File: src/hdl/apb_pkg.sv
package apb_pkg;

    localparam int CHAN_MAX     = 64;
    localparam int MAX_WIDTH    = 4096;
    localparam int MAX_STRIDE   = 8;
    localparam int MAX_KERNEL   = 16;

    localparam int CH_W      = $clog2(CHAN_MAX);
    localparam int POS_W     = $clog2(MAX_WIDTH);
    localparam int KAW       = $clog2(MAX_KERNEL);
    localparam int ACC_DEPTH = CHAN_MAX * MAX_KERNEL;
    localparam int ACC_AW    = $clog2(ACC_DEPTH);

    // register and field widths
    localparam int CHN_W      = 7;
    localparam int RW_W       = 13;
    localparam int STR_W      = 4;
    localparam int KER_W      = 5;
    localparam int RECIP_W    = 16;
    localparam int GRAD_W     = 32;
    localparam int ACC_W      = 36;
    localparam int FRAC_W     = 16;
    localparam int PROD_W     = ACC_W + RECIP_W + 1;
    localparam int CFG_IDX_W  = 3;
    localparam int CFG_DATA_W = 16;

    localparam logic [CFG_IDX_W-1:0] CFG_CHANNELS  = 3'd0;
    localparam logic [CFG_IDX_W-1:0] CFG_ROW_WIDTH = 3'd1;
    localparam logic [CFG_IDX_W-1:0] CFG_STRIDE    = 3'd2;
    localparam logic [CFG_IDX_W-1:0] CFG_KERNEL    = 3'd3;
    localparam logic [CFG_IDX_W-1:0] CFG_RECIP     = 3'd4;

    localparam logic [RECIP_W-1:0] RECIP_RESET = 16'h8000;

    // one position on its way from the sequencer to the accumulator stage
    typedef struct packed {
        logic                     valid;
        logic                     cov;
        logic                     emit;
        logic                     last;
        logic                     row_end;
        logic [POS_W-1:0]         pos;
        logic [CH_W-1:0]          ch;
        logic signed [GRAD_W-1:0] grad;
    } t_tok;

    // one emitted sum on its way to the scaler
    typedef struct packed {
        logic                    valid;
        logic                    zero;
        logic                    last;
        logic                    row_end;
        logic [POS_W-1:0]        pos;
        logic [CH_W-1:0]         ch;
        logic signed [ACC_W-1:0] sum;
    } t_sum;

    typedef struct packed {
        logic              active;
        logic [ACC_AW-1:0] addr;
    } t_clr;

    function automatic logic [ACC_AW-1:0] slot_addr(logic [CH_W-1:0] ch,
                                                    logic [POS_W-1:0] pos);
        return {ch, pos[KAW-1:0]};
    endfunction

endpackage

File: src/hdl/apb_accum.sv
module apb_accum import apb_pkg::*; (
    input  logic              i_clk,
    input  logic              i_rst_n,
    input  logic              i_adv,
    input  t_tok              i_tok,
    input  logic [ACC_W-1:0]  i_rdata,
    input  t_clr              i_clr,
    output logic              o_we,
    output logic [ACC_AW-1:0] o_waddr,
    output logic [ACC_W-1:0]  o_wdata,
    output t_sum              o_sum
);

    logic signed [ACC_W:0]   sum_wide;
    logic signed [ACC_W-1:0] sum_sat;
    t_sum                    r_sum;

    always_comb begin
        sum_wide = $signed({i_rdata[ACC_W-1], i_rdata})
                 + $signed({{(ACC_W + 1 - GRAD_W){i_tok.grad[GRAD_W-1]}}, i_tok.grad});
        if (sum_wide[ACC_W] != sum_wide[ACC_W-1]) begin
            sum_sat = sum_wide[ACC_W] ? {1'b1, {(ACC_W - 1){1'b0}}}
                                      : {1'b0, {(ACC_W - 1){1'b1}}};
        end else begin
            sum_sat = sum_wide[ACC_W-1:0];
        end
    end

    // clearing pass owns the write port; otherwise write back, zero once emitted
    always_comb begin
        if (i_clr.active) begin
            o_we    = 1'b1;
            o_waddr = i_clr.addr;
            o_wdata = '0;
        end else begin
            o_we    = i_adv && i_tok.valid && i_tok.cov;
            o_waddr = slot_addr(i_tok.ch, i_tok.pos);
            o_wdata = i_tok.emit ? '0 : sum_sat;
        end
    end

    always_ff @(posedge i_clk) begin
        if (!i_rst_n) begin
            r_sum <= '0;
        end else if (i_adv) begin
            r_sum.valid   <= i_tok.valid && i_tok.emit;
            r_sum.zero    <= !i_tok.cov;
            r_sum.last    <= i_tok.last;
            r_sum.row_end <= i_tok.row_end;
            r_sum.pos     <= i_tok.pos;
            r_sum.ch      <= i_tok.ch;
            r_sum.sum     <= sum_sat;
        end
    end

    assign o_sum = r_sum;

endmodule

File: config.mk
export PLATFORM = sky130hd
export DESIGN_NAME = apb_accum
export DESIGN_NICKNAME = d
export VERILOG_FILES = /design/src/hdl/apb_pkg.sv /design/src/hdl/apb_accum.sv
export SDC_FILE = /design/constraint.sdc
export NUM_CORES = 1
export LEC_CHECK = 0
export BUFFER_PORTS_ARGS = -buffer_cell sky130_fd_sc_hd__buf_2
export CORE_ASPECT_RATIO = 0.6
export CORE_MARGIN = 5
export CORE_UTILIZATION = 45
export CTS_CLUSTER_SIZE = 30
export DETAILED_ROUTE_END_ITERATION = 8
export GPL_ROUTABILITY_DRIVEN = 0
export GPL_TIMING_DRIVEN = 1
export PLACE_DENSITY = 0.88
export SLEW_MARGIN = 10
export SYNTH_ARGS = -nofsm -noshare
export SYNTH_HDL_FRONTEND = slang
export SYNTH_SLANG_ARGS = --single-unit
File: constraint.sdc
create_clock -name i_clk -period 5 [get_ports i_clk]
set_clock_uncertainty 0.15 [all_clocks]
set_input_delay 0.5 -clock i_clk [delete_from_list [all_inputs] [get_ports i_clk]]
set_output_delay 0.5 -clock i_clk [all_outputs]
set_load 0.005 [all_outputs]
Word-level counts from Yosys, hierarchy flattened
Cells that the tools add are included.
{ "word_totals": {"register_bits": 58, "latchBits": 0, "mem_bits_rw": 0, "rom_bits": 0, "in_bits": 105, "output_inout_bits": 105, "word_cells": 19, "memories": 0} }
{ "op_classes": {"addsub": 1, "multipliers": 0, "n_div": 0, "n_lt_le_gt_ge": 0, "n_eq_ne": 1, "shifts": 0, "n_mux": 6, "bitwise_logic": 0, "reduce_logical": 4} }
{ "op_table": {"columns": ["operator", "n"], "rows": [
  ["36-bit 2-to-1 mux", 4],
  ["36-bit by 32-bit adder with 37-bit output", 1],
  ["10-bit 2-to-1 mux", 1],
  ["1-bit logical AND", 3],
  ["1-bit logical NOT", 1],
  ["1-bit 2-to-1 mux", 1],
  ["1-bit != test", 1]
]} }

Logic depth before layout (Yosys ltp)
{ "depth": {"depth_word": 5, "depth_mapped": 13, "depth_no_buf": 12} }

Least setup slack after synthesis
No wires, ideal clock.
{ "synth_timing": {"path_type": "input-to-output", "start": "in i_tok[21] (netlist name)", "end": "out o_wdata[31]", "t_arrival_ns": 2.998, "required_time_ns": 4.350, "setup_slack_ns": 1.352, "cell_stages": 11, "path_buffers": 3, "path_cell_list": "ha_1 > buf_2 > nand2_2 > or4_4 > or4_4 > o21ai_4 > a21oi_2 > buf_6 > buf_6 > maj3_2 > nor2_1"} }
{ "synth_between": {"elab_chain_cells": 5, "elab_cells_between_ends": 6, "cone_classes": "1 x add/sub; 1 x eq/ne; 4 x mux"} }
{ "synth_lines": {"columns": ["element", "line", "rtl"], "rows": [
  ["start: declaration", "apb_accum.sv:5", "input t_tok i_tok,"],
  ["36-bit by 32-bit adder with 37-bit output *", "apb_accum.sv:20", "+ $signed({{(ACC_W + 1 - GRAD_W){i_tok.grad[GRAD_W-1]}}, i_tok.grad});"],
  ["36-bit 2-to-1 mux / 1-bit != test (equally long branches)", "apb_accum.sv:22, apb_accum.sv:21", null],
  ["36-bit 2-to-1 mux *", "apb_accum.sv:21", "if (sum_wide[ACC_W] != sum_wide[ACC_W-1]) begin"],
  ["36-bit 2-to-1 mux *", "apb_accum.sv:38", "o_wdata = i_tok.emit ? '0 : sum_sat;"],
  ["36-bit 2-to-1 mux *", "apb_accum.sv:31", "if (i_clr.active) begin"],
  ["end: declaration", "apb_accum.sv:10", "output logic [ACC_W-1:0] o_wdata,"]
]} }
Mark *: on every way between the ends. The rest lies on a longest branch, timed or not.

Worst setup path after layout
{ "layout_timing": {"start": "in i_tok[0] (netlist name)", "end": "out o_wdata[24]"} }
Same word-level chain as after synthesis.

==> results.md <==
- Setup repair after global routing left no endpoint under its margin.
- The flip-flop count of the largest register after layout is 58.
- The worst min-delay path category is input port to flip-flop.
- The number of antenna violations at the first check in global routing is 0.
- The repair_antennas step left the layout with diodes totalling 0.
- The endpoint with the worst hold slack is o_sum[56].
- Measured in cells, the most critical reg-to-reg path has a length of 2.
- The synthesized design spends more area on one cell type than any other, namely sky130_fd_sc_hd__dfxtp_1.
- The worst setup path is captured at a primary output.
- The area enclosed by the die boundary is between 10,000 and 15,000 sq um.
- Excluding fillers, the count of instances in the completed layout stands at 907.
- After synthesis, the mean cell area works out to 8.05 sq um.
- At the later pin of the worst-skew pair, clock insertion delay measures 0.32 ns.
- Ranked by total cell area, the synthesized netlist is headed by sky130_fd_sc_hd__dfxtp_1 25%, sky130_fd_sc_hd__ha_1 9.7%, sky130_fd_sc_hd__a21oi_1 7.4%.
- Prior to clock tree synthesis, the placed netlist has a worst setup slack of roughly 0.67 ns.
- Detailed routing inserted a total of 5,154 vias.
- In this run the critical register-to-register path is captured at o_sum[23].
- The worst-case headroom to the max-slew limit is 33.6%.
- The pre-antenna-repair detailed-routing pass consisted of 5 iterations.
- The analysis attributes to net switching a power of 0.000649 W.
- Subtracting the final worst setup slack from the clock period gives 4.42 ns.
- The top cell family by delay on the critical path is compound AO/OA/AOI/OAI gates.
- The area of all sequential standard cells is between 1000 and 1500 sq um.
- The filler cell count is roughly 860.
- The critical-path cell with the highest stage delay is sky130_fd_sc_hd__o41ai_2.
- Port buffering added between 200 and 250 buffers.
- The number of buffers created by CTS is 9.
- The number of nets in the synthesized netlist is 719.
- By count the netlist is led by 72 x sky130_fd_sc_hd__nor2_1, 69 x sky130_fd_sc_hd__a21oi_1, 58 x sky130_fd_sc_hd__dfxtp_1, 52 x sky130_fd_sc_hd__o21ai_0, 36 x sky130_fd_sc_hd__ha_1.
- For the pin with the worst max-slew slack, the measured transition is 0.996 ns.
- The required time at the worst-slack endpoint is approximately 4.4 ns.
- Global routing used 22.8% of the available tracks.
- The worst-case IR drop observed on VDD is 0.152 mV.
- Once the floorplan was initialized, standard cells occupied 46.5% of the core.
- The I/O pin count is 210.
- The data arrival time of the critical path is 3.77 ns.
- The final-report hold violation count is 0.
- The area occupied by multi-input gates is 3280 sq um.
- From synthesis to final layout, the design area changed by 29.6%.
- The placement-stage cell area is 5740 sq um.
- The total number of nets in the final design is 909.
- Setup violations remaining at the end of the flow were counted as 0.
- Counting flops and latches in the post-synthesis netlist gives 58.
- The worst hold path was traced through 2 stages.
- The detailed router finished its first iteration with approximately 410 violations.
- The clock edge transition at the registers on the reported setup and hold paths is roughly 0.050 ns.
- In this run, flip-flops and latches consume 29.2% of the power.
- The remaining design rule violation count is 0.
- The number of gates resized after cts is 0.
- The finished cells cover 6020 sq um.
- The count of antenna-violating nets left after detailed routing is 0.
- For this design, the CTS-stage hold fixing added 0 buffers.
- The logic gate share of total power is 39.6%.
- The critical path goes through buf_2 > ha_1 > inv_1 > fa_1 > nor2b_1 > o2111ai_1 > a21oi_1 > o41ai_2 > o21ai_0 > a21oi_1 > xor2_1 > maj3_2 > nor2_1 > buf_2.
- The first global-routing pass estimated 23,100 microns of wire.
- After layout, the worst path uses 88.4% of the clock period.
- The initialized floorplan defines 28 standard-cell rows.
- The number of library cell types mapped by synthesis is 61.
- The peak clock frequency supported by timing is 226 MHz.
- The switching part of the total is 35.6%.
- The reg-to-reg critical path startpoint is o_sum[23].
- After floorplanning, the core was sized to cover 9980 sq um.
- The via count of the first global-routing pass is around 4,700.
- Along the worst path, the maximum fanout reaches 4.
- The most instantiated library cell after synthesis is sky130_fd_sc_hd__nor2_1.
- The detailed-route wire length per cell is around 17 microns.
- Once the clock tree was built, the setup fixing pass inserted 0 buffers.
- The share of synthesized area in the top cell type comes to roughly 25%.
- The clock passes through at most 2 buffers.
- The most used flip-flop cell after synthesis is sky130_fd_sc_hd__dfxtp_1.
- The fraction of final layout cells with drive strength greater than 1 is a little over a third.
- The final total negative setup slack is 0 ns.
- For this run, the register share of the synthesized area comes to 25.0%.
- The kind of critical path is input port to primary output.
- The flow ran to the end, and the final reports show no timing, DRC or antenna violations.
- Across all register-to-register paths, the minimum setup slack is ~4 ns.
- The launch instance of the worst min-delay path is i_tok[53].
- The root buffer selected by CTS is sky130_fd_sc_hd__clkbuf_16.
- In the post-route analysis, the smallest setup slack over all paths is 0.579 ns.
- From left edge to right edge, the die measures 141 microns.
- Entering global routing, the biggest net connects 94 pins.
- The synthesized netlist occupies a cell area of between 4000 and 5000 sq um.
- The total overflow reported by the global router is 0.
- The TritonCTS clock tree is built.
- The post-synthesis cell count is 577.
- CTS saw 58 sinks.
- The static leakage is 2.92 nW.
- The fraction of registers with async set or reset after synthesis is 0%.
- The power density over the cells is 303 nW/um^2.
- Together, buffers and inverters on the worst path number 3.
- The share of power burned in the clock network is 31.2%.
- The max-slew violation count is 0.
- For this run, the slowest stage of the critical path takes 0.78 ns.
- The die height is 88.7 microns.
- Cells fill about 60% of the core in the end.
- In this run, synthesis inferred 0 flip-flops with an integrated enable.
- In the routed layout, each cell is associated on average with a via count of 5.68.
- The total internal power is 0.00117 W.
- The total of max-cap violations is 0.
- The number of warnings reported in the yosys synthesis log is 0.
- The number of instances in the placed design is approximately 890.
- After legalization and detailed placement, the total HPWL measured 12,100 microns.
- Wires add up to 15,300 microns.
- The clock tree synthesis step divided the H-tree into 3 levels.
- The category of the worst setup path launch point is an input port.
-- cell type report --
cell class / count / share of cell area, %
Clock inverter: 6 / 0.686
Inverter: 11 / 0.686
Clock buffer: 10 / 3.97
Timing Repair Buffer: 214 / 18.0
Tap cell: 135 / 2.81
Sequential cell: 58 / 19.3
Multi-Input combinational cell: 473 / 54.5
-- power by group through the flow --
| stage | clock (W) | combinational, W | sequential, W |
|---|---|---|---|
| 5_1_grt | 0.000600 | 0.000784 | 0.000537 |
| 4_1_cts | 0.000579 | 0.000715 | 0.000531 |
| 2_1_floorplan | 0 | 0.000473 | 0.000544 |
| 3_5_place_dp | 0 | 0.000711 | 0.000540 |
| 3_3_place_gp | 0 | 0.000703 | 0.000538 |
| 6_report | 0.000569 | 0.000722 | 0.000531 |
-- layer usage --
layer | up-vias | share of wire (%) | GRT usage, %
li1 | 2481 | - | -
met1 | 2325 | 43 | 31.1
met2 | 312 | 43 | 35.5
met3 | 36 | 12 | 6.16
met4 | 0 | 2.1 | 6.60
met5 | - | 0 | 0
-- worst max path at each step --
stage	from	endpoint	cells past startpoint
2_1_floorplan	i_tok[21]	o_wdata[31]	11
3_3_place_gp	i_tok[0]	o_wdata[24]	14
3_5_place_dp	i_tok[1]	o_wdata[11]	13
4_1_cts	i_tok[0]	o_wdata[24]	14
5_1_grt	i_tok[20]	o_wdata[11]	13
6_report	i_tok[0]	o_wdata[24]	14
-- kinds of logic after synthesis --
kind of cell,Yosys count,synth area share (%)
mux,31,6.95
xor+xnor,31,5.84
fa+ha+maj,69,17.5
compound gates,188,24.7
buf+inv,46,4.69
simple gates,154,15.3
flops,58,25.0
-- layout by cell type (no fill, tap or decap), types with 16 or more instances in the layout --
master and n:
sky130_fd_sc_hd__a21oi_1 69, sky130_fd_sc_hd__buf_2 208, sky130_fd_sc_hd__dfxtp_1 58, sky130_fd_sc_hd__ha_1 36
sky130_fd_sc_hd__maj3_2 18, sky130_fd_sc_hd__mux2i_1 21, sky130_fd_sc_hd__nand2_1 25, sky130_fd_sc_hd__nor2_1 72
sky130_fd_sc_hd__o21ai_0 52, sky130_fd_sc_hd__xor2_1 16
-- through the flow --
stage / power, W / hold slack, ns
2_1_floorplan: 0.00102 / 0.292
3_3_place_gp: 0.00124 / 0.288
3_5_place_dp: 0.00125 / 0.287
4_1_cts: 0.00183 / 0.227
5_1_grt: 0.00192 / 0.233
6_report: 0.00182 / 0.234
-- worst register-to-register path, cell delays in order, from the launching register on --
cell                      delay (ns)
sky130_fd_sc_hd__dfxtp_1        0.32
sky130_fd_sc_hd__o21ai_0        0.24
sky130_fd_sc_hd__a21oi_1        0.10
Power figures use the tool's default switching activity.
